## src/design/dhd_pkg.sv

```systemverilog
// shared types and constants for the door hold event debouncer
`timescale 1ns / 1ps

package dhd_pkg;

    localparam int HW_SLOTS      = 4;
    localparam int MAX_SLOTS     = 4;
    localparam int EFF_SLOTS     = (MAX_SLOTS < HW_SLOTS) ? MAX_SLOTS : HW_SLOTS;
    localparam int SLOT_IDX_BITS = 2;
    localparam int COUNT_BITS    = 3;
    localparam int HOLD_BITS     = 16;
    localparam int NEED_BITS     = 26;
    localparam int NOW_BITS      = 48;
    localparam int CFG_IDX_BITS  = 3;
    localparam int CFG_DATA_BITS = 16;

    localparam logic [HOLD_BITS-1:0] DEBOUNCE_RESET = 16'd10000;
    localparam logic [NEED_BITS-1:0] US_PER_MS      = 26'd1000;

    typedef enum logic [CFG_IDX_BITS-1:0] {
        REG_SLOT_COUNT = 3'd0,
        REG_WATCH_OPEN = 3'd1,
        REG_HOLD_0     = 3'd2,
        REG_HOLD_1     = 3'd3,
        REG_HOLD_2     = 3'd4,
        REG_HOLD_3     = 3'd5,
        REG_DEBOUNCE   = 3'd6
    } cfg_reg_t;

    typedef struct packed {
        logic [COUNT_BITS-1:0]                  slot_count;
        logic [HW_SLOTS-1:0]                    watch_open;
        logic [HW_SLOTS-1:0][HOLD_BITS-1:0]     hold_ms;
        logic [HW_SLOTS-1:0][NEED_BITS-1:0]     need_us;
        logic [HOLD_BITS-1:0]                   debounce_us;
    } cfg_t;

    typedef struct packed {
        logic [SLOT_IDX_BITS-1:0] slot_index;
        logic                     door_open;
        logic [HOLD_BITS-1:0]     hold_ms;
        logic                     last_in_run;
    } event_t;

endpackage

```

## src/design/dhd_cfg.sv

```systemverilog
// configuration registers with precomputed hold thresholds in microseconds
`timescale 1ns / 1ps

module dhd_cfg
    import dhd_pkg::*;
(
    input  logic                     clk,
    input  logic                     rst_n,
    input  logic                     wr_en,
    input  logic [CFG_IDX_BITS-1:0]  wr_index,
    input  logic [CFG_DATA_BITS-1:0] wr_data,
    output cfg_t                     cfg
);

    // all fields zero except debounce_us, which sits in the low bits
    localparam cfg_t CFG_RESET = cfg_t'({{($bits(cfg_t) - HOLD_BITS){1'b0}}, DEBOUNCE_RESET});

    cfg_t                 cfg_reg;
    logic [NEED_BITS-1:0] need_next;

    // ms to us, 16 x 10 bit product
    assign need_next = NEED_BITS'(wr_data) * US_PER_MS;

    always_ff @(posedge clk or negedge rst_n)
    begin
        if (!rst_n)
        begin
            cfg_reg <= CFG_RESET;
        end
        else if (wr_en)
        begin
            unique case (wr_index)
                REG_SLOT_COUNT: cfg_reg.slot_count <= wr_data[COUNT_BITS-1:0];
                REG_WATCH_OPEN: cfg_reg.watch_open <= wr_data[HW_SLOTS-1:0];
                REG_HOLD_0:
                begin
                    cfg_reg.hold_ms[0] <= wr_data;
                    cfg_reg.need_us[0] <= need_next;
                end
                REG_HOLD_1:
                begin
                    cfg_reg.hold_ms[1] <= wr_data;
                    cfg_reg.need_us[1] <= need_next;
                end
                REG_HOLD_2:
                begin
                    cfg_reg.hold_ms[2] <= wr_data;
                    cfg_reg.need_us[2] <= need_next;
                end
                REG_HOLD_3:
                begin
                    cfg_reg.hold_ms[3] <= wr_data;
                    cfg_reg.need_us[3] <= need_next;
                end
                REG_DEBOUNCE:   cfg_reg.debounce_us <= wr_data;
                default:        ;
            endcase
        end
    end

    assign cfg = cfg_reg;

endmodule

```

## src/design/dhd_tracker.sv

```systemverilog
// debounced door state tracking and hold-time slot evaluation
`timescale 1ns / 1ps

module dhd_tracker
    import dhd_pkg::*;
#(
    parameter int TIME_BITS = 48
)
(
    input  logic                 clk,
    input  logic                 rst_n,
    input  logic                 go,
    input  logic                 pin_high,
    input  logic [TIME_BITS-1:0] now,
    input  cfg_t                 cfg,
    output logic [HW_SLOTS-1:0]  fire
);

    logic                 primed_reg;
    logic                 tracked_open_reg;
    logic [TIME_BITS-1:0] change_time_reg;
    logic [TIME_BITS-1:0] accept_time_reg;
    logic [HW_SLOTS-1:0]  fired_flags_reg;

    logic                 is_open;
    logic [TIME_BITS-1:0] since;
    logic [TIME_BITS-1:0] held;
    logic                 accepted;
    logic [HW_SLOTS-1:0]  flags_base;
    logic [HW_SLOTS-1:0]  enabled;

    assign is_open  = !pin_high;
    assign since    = now - accept_time_reg;
    assign accepted = primed_reg && (is_open != tracked_open_reg)
                      && (since > TIME_BITS'(cfg.debounce_us));
    // an accepted change restarts the hold timer at this very sample
    assign held       = accepted ? '0 : (now - change_time_reg);
    assign flags_base = accepted ? '0 : fired_flags_reg;

    always_comb
    begin
        for (int i = 0; i < HW_SLOTS; i++)
        begin
            enabled[i] = (int'(cfg.slot_count) > i) && (i < EFF_SLOTS);
            fire[i]    = primed_reg && enabled[i]
                         && (cfg.watch_open[i] == is_open)
                         && (held >= TIME_BITS'(cfg.need_us[i]))
                         && !flags_base[i];
        end
    end

    always_ff @(posedge clk or negedge rst_n)
    begin
        if (!rst_n)
        begin
            primed_reg       <= 1'b0;
            tracked_open_reg <= 1'b0;
            change_time_reg  <= '0;
            accept_time_reg  <= '0;
            fired_flags_reg  <= '1;
        end
        else if (go)
        begin
            if (!primed_reg)
            begin
                primed_reg       <= 1'b1;
                tracked_open_reg <= is_open;
                change_time_reg  <= now;
            end
            else
            begin
                if (accepted)
                begin
                    tracked_open_reg <= is_open;
                    change_time_reg  <= now;
                    accept_time_reg  <= now;
                end
                fired_flags_reg <= flags_base | fire;
            end
        end
    end

endmodule

```

## src/design/dhd_emitter.sv

```systemverilog
// drains the fired-slot mask one event per cycle into the output register, stalling while out_ready is low
`timescale 1ns / 1ps

module dhd_emitter
    import dhd_pkg::*;
(
    input  logic                clk,
    input  logic                rst_n,
    input  logic                load,
    input  logic [HW_SLOTS-1:0] fire,
    input  cfg_t                cfg,
    input  logic                out_ready,
    output logic                busy,
    output logic                out_valid,
    output event_t              out_event
);

    logic [HW_SLOTS-1:0]      pend_reg;
    logic [HW_SLOTS-1:0]      pend_next;
    logic                     out_valid_reg;
    event_t                   out_event_reg;
    logic [SLOT_IDX_BITS-1:0] sel;
    logic [HW_SLOTS-1:0]      sel_mask;
    logic                     take;
    event_t                   ev_next;

    // lowest pending slot goes first
    always_comb
    begin
        sel = '0;
        for (int i = HW_SLOTS - 1; i >= 0; i--)
        begin
            if (pend_reg[i])
            begin
                sel = SLOT_IDX_BITS'(i);
            end
        end
        sel_mask = HW_SLOTS'(1) << sel;
    end

    assign take = (pend_reg != '0) && (!out_valid_reg || out_ready);

    always_comb
    begin
        ev_next.slot_index  = sel;
        ev_next.door_open   = cfg.watch_open[sel];
        ev_next.hold_ms     = cfg.hold_ms[sel];
        ev_next.last_in_run = ((pend_reg & ~sel_mask) == '0);
        pend_next           = pend_reg;
        if (take)
        begin
            pend_next = pend_reg & ~sel_mask;
        end
        if (load)
        begin
            pend_next = fire;
        end
    end

    always_ff @(posedge clk or negedge rst_n)
    begin
        if (!rst_n)
        begin
            pend_reg      <= '0;
            out_valid_reg <= 1'b0;
        end
        else
        begin
            pend_reg <= pend_next;
            if (take)
            begin
                out_valid_reg <= 1'b1;
            end
            else if (out_ready)
            begin
                out_valid_reg <= 1'b0;
            end
        end
    end

    always_ff @(posedge clk)
    begin
        if (take)
        begin
            out_event_reg <= ev_next;
        end
    end

    assign busy      = (pend_reg != '0);
    assign out_valid = out_valid_reg;
    assign out_event = out_event_reg;

endmodule

```

## src/design/door_hold_event_debouncer.sv

```systemverilog
// path: a sample passes the input register, then the emitter's pending mask, then its output event register
// throughput: one sample per cycle while no slot fires; a sample that fires
// slots holds the evaluation register until every fired slot has emitted its event
// (the emitter drains one event per cycle, stalling while out_ready is low)
// reset: asynchronous active low; state unprimed, all fired flags set,
// debounce_us 10000, other registers zero except the unreset sample and event data
`timescale 1ns / 1ps

module door_hold_event_debouncer
    import dhd_pkg::*;
#(
    parameter int TIME_BITS = 48
)
(
    input  logic                     clk,
    input  logic                     rst_n,
    input  logic                     in_valid,
    output logic                     in_ready,
    input  logic                     pin_high,
    input  logic [NOW_BITS-1:0]      now_us,
    output logic                     out_valid,
    input  logic                     out_ready,
    output logic [SLOT_IDX_BITS-1:0] slot_index,
    output logic                     door_open,
    output logic [HOLD_BITS-1:0]     hold_ms,
    output logic                     last_in_run,
    input  logic                     cfg_valid,
    output logic                     cfg_ready,
    input  logic [CFG_IDX_BITS-1:0]  cfg_index,
    input  logic [CFG_DATA_BITS-1:0] cfg_data
);

    logic                 in_valid_reg;
    logic                 pin_reg;
    logic [TIME_BITS-1:0] now_reg;
    logic                 go;
    logic                 busy;
    logic [HW_SLOTS-1:0]  fire;
    cfg_t                 cfg;
    event_t               out_event;

    assign cfg_ready = 1'b1;
    assign go        = in_valid_reg && !busy;
    assign in_ready  = !in_valid_reg || go;

    always_ff @(posedge clk or negedge rst_n)
    begin
        if (!rst_n)
        begin
            in_valid_reg <= 1'b0;
        end
        else if (in_ready)
        begin
            in_valid_reg <= in_valid;
        end
    end

    always_ff @(posedge clk)
    begin
        if (in_valid && in_ready)
        begin
            pin_reg <= pin_high;
            now_reg <= TIME_BITS'({{(64 - NOW_BITS){1'b0}}, now_us});
        end
    end

    dhd_cfg u_cfg (
        .clk      (clk),
        .rst_n    (rst_n),
        .wr_en    (cfg_valid && cfg_ready),
        .wr_index (cfg_index),
        .wr_data  (cfg_data),
        .cfg      (cfg)
    );

    dhd_tracker #(
        .TIME_BITS (TIME_BITS)
    ) u_tracker (
        .clk      (clk),
        .rst_n    (rst_n),
        .go       (go),
        .pin_high (pin_reg),
        .now      (now_reg),
        .cfg      (cfg),
        .fire     (fire)
    );

    dhd_emitter u_emitter (
        .clk       (clk),
        .rst_n     (rst_n),
        .load      (go),
        .fire      (fire),
        .cfg       (cfg),
        .out_ready (out_ready),
        .busy      (busy),
        .out_valid (out_valid),
        .out_event (out_event)
    );

    assign slot_index  = out_event.slot_index;
    assign door_open   = out_event.door_open;
    assign hold_ms     = out_event.hold_ms;
    assign last_in_run = out_event.last_in_run;

endmodule

```

## config.mk

```make
export PLATFORM = sky130hd
export DESIGN_NAME = door_hold_event_debouncer
export DESIGN_NICKNAME = d
export VERILOG_FILES = /design/src/design/dhd_pkg.sv /design/src/design/dhd_cfg.sv /design/src/design/dhd_tracker.sv /design/src/design/dhd_emitter.sv /design/src/design/door_hold_event_debouncer.sv
export SDC_FILE = /design/constraint.sdc
export NUM_CORES = 1
export LEC_CHECK = 0
export ABC_CLOCK_PERIOD_IN_PS = 8100
export BUFFER_PORTS_ARGS = -buffer_cell sky130_fd_sc_hd__buf_2
export CORE_MARGIN = 8
export CORE_UTILIZATION = 50
export CTS_CLUSTER_SIZE = 20
export DETAILED_ROUTE_END_ITERATION = 8
export GPL_TIMING_DRIVEN = 0
export PLACE_DENSITY = 0.77
export SLEW_MARGIN = 15
export SYNTH_ARGS = -nofsm -noshare
export SYNTH_HDL_FRONTEND = slang
export SYNTH_SLANG_ARGS = --single-unit
```

## constraint.sdc

```tcl
create_clock -name clk -period 8.1 [get_ports clk]
set_input_delay 0 -clock clk [delete_from_list [all_inputs] [get_ports clk]]
set_output_delay 0 -clock clk [all_outputs]
set_load 0.005 [all_outputs]
```

* Word-level counts from Yosys, hierarchy flattened
Index checks and enable logic that the tools add are counted.
** Storage, ports and cells
- Register bits :: 356
- Input bits :: 73
- Output and inout port bits :: 23
- Logic and storage cells :: 118
** Operators by class
- Add/sub/neg operators :: 2
- $mul :: 1
- Magnitude comparators :: 10
- Equal/unequal tests :: 12
- Shift operators :: 1
- Muxes and demuxes :: 18
- Bitwise logic cells :: 3
- Reductions and logical operators :: 46
** Operator list (number)
- $ge 48x26->1 :: 4
- $mux 48 :: 3
- $sub 48x48->48 :: 2
- $gt 48x16->1 :: 1
- $bmux 16 s2 :: 1
- $mul 16x7->23 const B :: 1
- $logic_and 1x1->1 :: 21
- $reduce_and 2->1 :: 9
- $mux 16 :: 1
- $mux 4 :: 3
- $eq 3x3->1 const B :: 3
- $logic_not 1->1 :: 8
- $mux 2 :: 4
- $eq 3x2->1 const B :: 2
- $gt 3x1->1 const B :: 2
- $gt 3x2->1 const B :: 2
- $mux 1 :: 5
- $and 4x4->4 :: 1
- $eq 1x1->1 :: 4
- $logic_not 4->1 :: 1
- $not 4->4 :: 1
- $or 4x4->4 :: 1
- $reduce_bool 2->1 :: 2
- $reduce_bool 4->1 :: 1
- other kinds (9) :: 10

* Logic depth before layout (Yosys ltp)
Gate-level depths: netlist of run 1.
- Word-level depth :: 9
- Depth in mapped cells :: 36
- Depth with buffers taken out :: 35

* By module
From an unflattened synthesis of run 1, not the netlist that was laid out.
** Unflattened totals
- Cells, all modules :: 2852
- Area total of the unflattened synthesis :: 25659.6 sq um
** By module, submodules not included
- dhd_tracker :: instances 1, cells each 1735, area an instance 13441.6 sq um, seq. area each 2557.5 sq um
- dhd_cfg :: instances 1, cells each 929, area an instance 9266.4 sq um, seq. area each 4285.4 sq um
- door_hold_event_debouncer :: instances 1, cells each 56, area an instance 1532.7 sq um, seq. area each 1496.4 sq um
- dhd_emitter :: instances 1, cells each 132, area an instance 1418.9 sq um, seq. area each 725.7 sq um

* Worst setup path after synthesis of run 1
Ideal clock, no wire load.
- Kind :: register -> register
- Start :: reg now_reg[0]
- End :: reg u_emitter.pend_reg[2]
- Library setup time :: 0.128 ns
- Arrival time :: 6.243 ns
- Required time :: 7.972 ns
- Slack :: 1.730 ns
- Stages on the path, launching flop included :: 36
- Buffers on the path :: 1
- Clock period less this slack :: 6.370 ns
- Cells stage by stage :: edfxtp_1 > inv_1 > ha_1 > inv_1 > fa_1 > a211oi_1 > o211ai_1 > a21o_1 > a21oi_1 > xnor2_1 > ha_1 > o21ai_0 > o21bai_1 > a21oi_1 > o22ai_1 > o21bai_1 > nand4_1 > a2111oi_0 > nand4_1 > o21ba_2 > clkbuf_1 > nor2_1 > ha_1 > nor2b_1 > o21a_1 > o21a_1 > o21a_1 > o21a_1 > o21ai_0 > nand2b_1 > a21oi_1 > o21ai_0 > a211oi_1 > nor2_1 > o31ai_1 > o21ai_1
** Between the ends
- Word-level cells in the longest chain between the ends :: 8
- Elaborated cells between the ends (all ways) :: 11
- Classes of those cells :: add/sub (2); order compare (2); mux (3); reduce/logical (4)
** RTL lines
- start, declared :: RTL line door_hold_event_debouncer.sv:35 : logic [TIME_BITS-1:0] now_reg;
- start signal, assigned :: RTL line door_hold_event_debouncer.sv:63 : now_reg <= TIME_BITS'({{(64 - NOW_BITS){1'b0}}, now_us});
- $sub 48x48->48 :: RTL line dhd_tracker.sv:33 : assign since = now - accept_time_reg;
- $gt 48x16->1 :: RTL line dhd_tracker.sv:35 : && (since > TIME_BITS'(cfg.debounce_us));
- $logic_and 1x1->1 :: RTL line dhd_tracker.sv:35
- $mux 48 :: RTL line dhd_tracker.sv:37 : assign held = accepted ? '0 : (now - change_time_reg);
- $ge 48x26->1 :: RTL line dhd_tracker.sv:47 : && (held >= TIME_BITS'(cfg.need_us[i]))
- $logic_and 1x1->1 :: RTL line dhd_tracker.sv:47
- $logic_and 1x1->1 (*) :: RTL line dhd_tracker.sv:48 : && !flags_base[i];
- $mux 4 (*) :: RTL line dhd_emitter.sv:54 : if (load)
- end signal, assigned :: RTL line dhd_emitter.sv:69 : pend_reg <= pend_next;
- end, declared :: RTL line dhd_emitter.sv:18 : logic [HW_SLOTS-1:0] pend_reg;
Mark *: on every way between the ends. The rest lies on a longest branch, timed or not.
A chain may end at the register's enable or synchronous reset.

* Worst setup path in the final report of run 1
- Start :: reg now_reg[0]
- End :: reg u_emitter.pend_reg[0]
Same word-level chain as after synthesis.

==> flow_metrics.py, run 1 <==
metrics = {
    "route": {
        "drtAntennaViolNets": 0,
        "dr.pass1.iters": 5,
        "num_vias": 20340,
        "via_per_inst": 5.880,
        "wl_per_cell_um": 20.71,
        "dr.first_iter.drc_count": 1665,
        "wirelength_um": 71650,
        "drc_errors": 0,
    },
    "worst_setup_path": {
        "cp-end-kind": "flop",
        "slowest_delay_ns": 0.44,
        "required_ns": 8.55,
        "critPathSlowestCell": "a2111oi_2",
        "cp-start-kind": "flop",
        "path_delay_family": "compound AO/OA/AOI/OAI gates",
        "crit_buf_inv": 4,
        "path_max_fanout": 10,
        "critPathKind": "flop to flop",
        "arrival_ns": 8.19,
    },
    "power_and_ir_drop": {
        "powerDensity_nw_per_um2": 486.3,
        "power_leakage_nw": 12.52,
        "ir_drop_mv": 0.2309,
    },
    "placed_design": {
        "dp_slack_ns": -0.6492,
        "place.gp.congestion": 1.007,
        "portBuffers": 94,
        "dp_hpwl_um": 54910,
    },
    "clocking": {
        "cts_buffer_depth": 3,
        "cts_tree": "built",
        "cts_buffers": 41,
        "cts_num_sinks": 348,
        "clkSlewWorstSetupHoldPaths_ns": 0.06,
        "insertion_delay_ns": 0.59,
        "htreeDepth": 2,
        "cts-root-buf": "clkbuf_16",
    },
    "sta": {
        "final.setup.worst_slack_ns": 0.3614,
        "min_period_ns": 7.739,
        "worstMarginPinSlew_ns": 1.191,
        "relSlewSlack": 0.2000,
        "slew_viol_final": 0,
        "fin_skew_ns": 0.02437,
        "setup_viol": 0,
        "max_freq_ghz": 0.1292,
        "finalCritPeriodShare": 0.9554,
        "final_hold_viol_count": 0,
    },
    "run": {
        "cap_viol_max_count": 0,
    },
    "floorplan": {
        "ios": 96,
        "die-area_um2": 55890,
        "die_w_um": 236.4,
        "fp.dieH_um": 236.4,
        "start_util": 0.5077,
        "rows": 80,
        "core_area_um2": 47850,
    },
    "synthesis": {
        "ys_seq_elements": 348,
        "synth.avg_cell_area_um2": 9.340,
        "synth_cells": 2601,
        "synthArstFlopShare": 0.8017,
        "synth_edf_count": 69,
        "synth-seq-area-share": 0.3732,
        "yosysWarnings": 0,
        "syn_nets": 2985,
        "ys.flop_type": "dfrtp_1",
        "netlist_area_um2": 24290,
        "synth_cell_types": 87,
    },
    "finish": {
        "fin_nets": 3194,
        "fillers": 4096,
        "area_growth_pct": 14.39,
        "seq_area_um2": 9065,
        "mostFrequentLayoutCell": "nand2_1",
        "mostFrequentLayoutCells": "299 x nand2_1, 270 x dfrtp_1, 267 x inv_1",
        "drive_above_1_share": 0.1157,
        "multi_input_area_um2": 13890,
        "largest_reg_flops": 171,
        "post-route-util": 0.5808,
    },
    "grt": {
        "antenna_found_initial": 0,
        "grt.busiest_layer": "met2",
        "use_met1": 0.3395,
        "grt_pass1_wl_um": 113500,
        "grt_max_degree": 106,
        "overflow": 0,
        "grt.total_usage": 0.2527,
        "gr-usage-met3": 0.04291,
        "met2_usage": 0.4097,
        "grt_pass1_vias": 20330,
    },
    "worst_hold_path": {
        "hp-class": "input pin to flop",
    },
    "status": {
        "outcome": "finished clean",
    },
}
## where the power goes
part	internal (mW)	switching (mW)	leakage, nW
clock	1.11	0.789	0.668
combinational	3.27	5.47	7.77
sequential	2.51	0.346	4.09
## cell families after synthesis
kind of cell    after synthesis  synth area share
compound gates              700            0.1753
simple gates                682            0.1322
xor+xnor                     81           0.02920
mux                         116           0.05300
flops                       348            0.3732
fa+ha+maj                   312            0.1779
other cells                   1         0.0001544
buf+inv                     361           0.05913
## metal layers
layer,vias to the layer above,share of wire
met5,-,0
met4,0,0.033
met3,143,0.063
met2,665,0.46
met1,9934,0.44
li1,9597,-
## path summary, 6_finish.rpt
path	slack, ns	end	cells after the start	startpoint
min in group asynchronous	0.07	u_emitter.out_valid	3	rst_n
hold / removal	0.03	u_cfg.cfg[157]	3	cfg_data[5]
max in group asynchronous	7.09	u_tracker.accept_time_reg[30]	4	rst_n
hold reg to reg	0.48	u_cfg.cfg[35]	2	u_cfg.cfg[35]
setup reg to reg	0.36	u_emitter.pend_reg[0]	36	now_reg[0]
setup / recovery	0.36	u_emitter.pend_reg[0]	36	now_reg[0]
## metrics by stage
step	power (mW)	instance area, um2	std cells	setup TNS [ns]	hold WS (ns)
global route	14.60	27780	3458	-0.01596	0.01400
floorplan	8.777	24290	2601	0	-0.2956
CTS	13.34	27720	3456	0	0.001488
global placement	11.00	25530	3310	-2.823	0.1766
detailed placement	11.27	25650	3315	-4.070	0.08515
finish	13.51	27790	3459	0	0.02629
## synth_stat cells (9+ instances only)
library cell	instances	area (um2)
nand4_1	45	281.5
o21bai_1	12	90.09
a211oi_1	27	202.7
nor2_1	109	409.1
edfxtp_1	69	2072
or2_2	10	62.56
nand3_1	43	215.2
inv_1	267	1002
a22oi_1	19	142.6
xor2_1	40	350.3
nor4_1	14	87.58
o31ai_1	10	75.07
o21ai_0	213	1066
a21o_1	47	352.8
mux2i_1	27	270.3
fa_1	56	1121
and3_1	11	68.82
o21a_1	26	195.2
mux2_2	85	957.2
ha_1	255	3191
a31oi_1	13	81.33
xnor2_1	41	359.1
o21ai_1	84	420.4
nand2b_1	29	181.4
o211ai_1	21	157.7
dfstp_2	9	236.5
nand2_1	299	1122
dfrtp_1	270	6756
nor3_1	45	225.2
a21oi_1	147	735.7
nor2b_1	37	231.5
clkbuf_1	69	259.0
## cell type report
type,instances,area share
clock buffer,55,0.04026
buffer,94,0.01567
multi-input combinational,1892,0.5000
tap,615,0.02769
timing repair buffer,166,0.04471
sequential,348,0.3262
antenna,1,0.00009006
clock inverter,21,0.009231
inverter,267,0.03607
## repair_timing
action	4_1_cts	5_1_grt
endpoints found under the setup margin	8	8
gates resized for setup	13	13
hold buffers	64	0
pin swaps	1	6
buffers inserted	1	2
hold endpoints to repair	296	0
## worst register-to-register path: cells and delay by family (launching register included)
kind / cells / cell delay [ns]
buf+inv: 4 / 0.60
fa+ha+maj: 4 / 1.23
flops: 1 / 0.40
xor+xnor: 1 / 0.35
simple gates: 10 / 1.41
compound gates: 17 / 3.63
No activity file was read; power rests on OpenSTA's default activity.
==> inputs of run 2 (changes only) <==
- RECOVER_POWER: unset -> 25
==> flow_metrics.py, run 2 (synthesis results as in run 1) <==
metrics = {
    "worst_setup_path": {
        "cp-start-kind": "flop",
        "arrival_ns": 8.22,
        "crit_top_cell": "o21a_1",
        "required_ns": 8.55,
        "slowest_delay_ns": 0.43,
        "path_max_fanout": 10,
        "critPathSlowestCell": "fa_1",
        "critPathKind": "flop to flop",
        "cp-end-kind": "flop",
    },
    "sta": {
        "min_period_ns": 7.770,
        "final_hold_viol_count": 0,
        "relSlewSlack": -2.969,
        "fin_skew_ns": 0.02095,
        "fin_hold_ws_ns": 0.02934,
        "max_freq_ghz": 0.1287,
        "worstMarginPinSlew_ns": 5.953,
        "final.setup.worst_slack_ns": 0.3300,
        "slew_viol_final": 106,
        "finalCritPeriodShare": 0.9593,
        "setup_viol": 0,
    },
    "floorplan": {
        "core_area_um2": 47850,
        "die-area_um2": 55890,
        "ios": 96,
        "start_util": 0.5077,
        "die_w_um": 236.4,
        "fp.dieH_um": 236.4,
        "rows": 80,
    },
    "clocking": {
        "htreeDepth": 2,
        "insertion_delay_ns": 0.59,
        "clkSlewWorstSetupHoldPaths_ns": 0.06,
        "cts_tree": "built",
        "cts-root-buf": "clkbuf_16",
        "cts_buffers": 41,
        "cts_buffer_depth": 3,
        "cts_num_sinks": 348,
    },
    "power_and_ir_drop": {
        "ir_drop_mv": 0.2300,
        "powerDensity_nw_per_um2": 486.2,
        "total_power_mw": 13.49,
        "power_leakage_nw": 12.48,
    },
    "route": {
        "dr.first_iter.drc_count": 1701,
        "drtAntennaViolNets": 0,
        "drc_errors": 0,
        "dr.pass1.iters": 5,
        "wl_per_cell_um": 20.65,
        "num_vias": 20390,
        "wirelength_um": 71420,
        "via_per_inst": 5.895,
    },
    "finish": {
        "fillers": 4106,
        "fin_nets": 3194,
        "largest_reg_flops": 171,
        "mostFrequentLayoutCell": "nand2_1",
        "seq_area_um2": 9065,
        "n_antenna_cell": 0,
        "area_growth_pct": 14.21,
        "mostFrequentLayoutCells": "299 x nand2_1, 270 x dfrtp_1, 267 x inv_1",
        "drive_above_1_share": 0.1115,
        "multi_input_area_um2": 13890,
    },
    "grt": {
        "overflow": 0,
        "grt_pass1_wl_um": 113500,
        "grt.total_usage": 0.2527,
        "grt_pass1_vias": 20330,
        "antenna_found_initial": 0,
        "grt_max_degree": 106,
    },
    "placed_design": {
        "dp_slack_ns": -0.6492,
        "place.gp.congestion": 1.007,
        "dp_hpwl_um": 54910,
        "portBuffers": 94,
    },
    "status": {
        "failed_checks": "max-capacitance violations, max-slew violations",
        "outcome": "finished with violations",
    },
    "worst_hold_path": {
        "hp-class": "input pin to flop",
    },
    "run": {
        "cap_viol_max_count": 1,
    },
}
[run 2: changes by cell type in the layout (fill, tap and decap cells not counted), sizes merged]
cell,change
buf,-14
clkdlybuf4s25,+1
clkbuf,+13
diode,-1
[run 2: where the power goes]
part / internal, mW / switching (mW) / total [mW]
Clock: 1.11 / 0.787 / 1.90
Combinational: 3.27 / 5.46 / 8.73
Sequential: 2.51 / 0.345 / 2.86
Total: 6.90 / 6.59 / 13.5
[run 2: worst paths after layout]
| kind | from | end | slack [ns] | depth (start not counted) |
|---|---|---|---|---|
| setup reg to reg | now_reg[0] | u_emitter.pend_reg[1] | 0.33 | 36 |
| hold reg to reg | u_cfg.cfg[35] | u_cfg.cfg[35] | 0.48 | 2 |
| setup / recovery | now_reg[0] | u_emitter.pend_reg[1] | 0.33 | 36 |
| hold / removal | cfg_data[5] | u_cfg.cfg[157] | 0.03 | 3 |
| min in group asynchronous | rst_n | u_emitter.out_valid | 2.46 | 3 |
| max in group asynchronous | rst_n | u_cfg.cfg[131] | 2.35 | 3 |
[run 2: layout make-up]
cell class,count,area share
buffer,94,0.01569
clock buffer,55,0.04032
clock inverter,21,0.009245
inverter,267,0.03612
multi-input combinational,1892,0.5008
sequential,348,0.3267
tap,615,0.02774
timing repair buffer,166,0.04330
[run 2: critical path, delay by kind of cell (launching register included)]
kind	cells	cell delay, ns
flops	1	0.40
fa+ha+maj	4	1.22
simple gates	10	1.45
xor+xnor	1	0.35
buf+inv	4	0.59
compound gates	17	3.60
[run 2: per-stage QoR]
stage	cell area, um2	instances	TNS [ns]	util
floorplan	24290	2601	0	-
global placement	25530	3310	-2.823	0.5336
detailed placement	25650	3315	-4.070	0.5361
CTS	27720	3456	0	0.5793
global route	27740	3458	-0.01596	0.5798
finish	27740	3458	0	0.5798
[run 2: what timing repair did]
item,4_1_cts,5_1_grt
setup buffers,1,2
hold buffers,64,0
endpoints found under the hold margin,296,0
endpoints found under the setup margin,8,8
resized for setup,13,13
pin swaps,1,6
[run 2: metal layers]
| metal | vias up | part of all wire | routed length (um) | GRT usage |
|---|---|---|---|---|
| met5 | - | 0 | 0 | 0 |
| met4 | 0 | 0.034 | 2406 | 0.08706 |
| met3 | 133 | 0.069 | 4895 | 0.04291 |
| met2 | 716 | 0.46 | 32920 | 0.4097 |
| met1 | 9938 | 0.44 | 31190 | 0.3395 |
| li1 | 9598 | - | - | - |
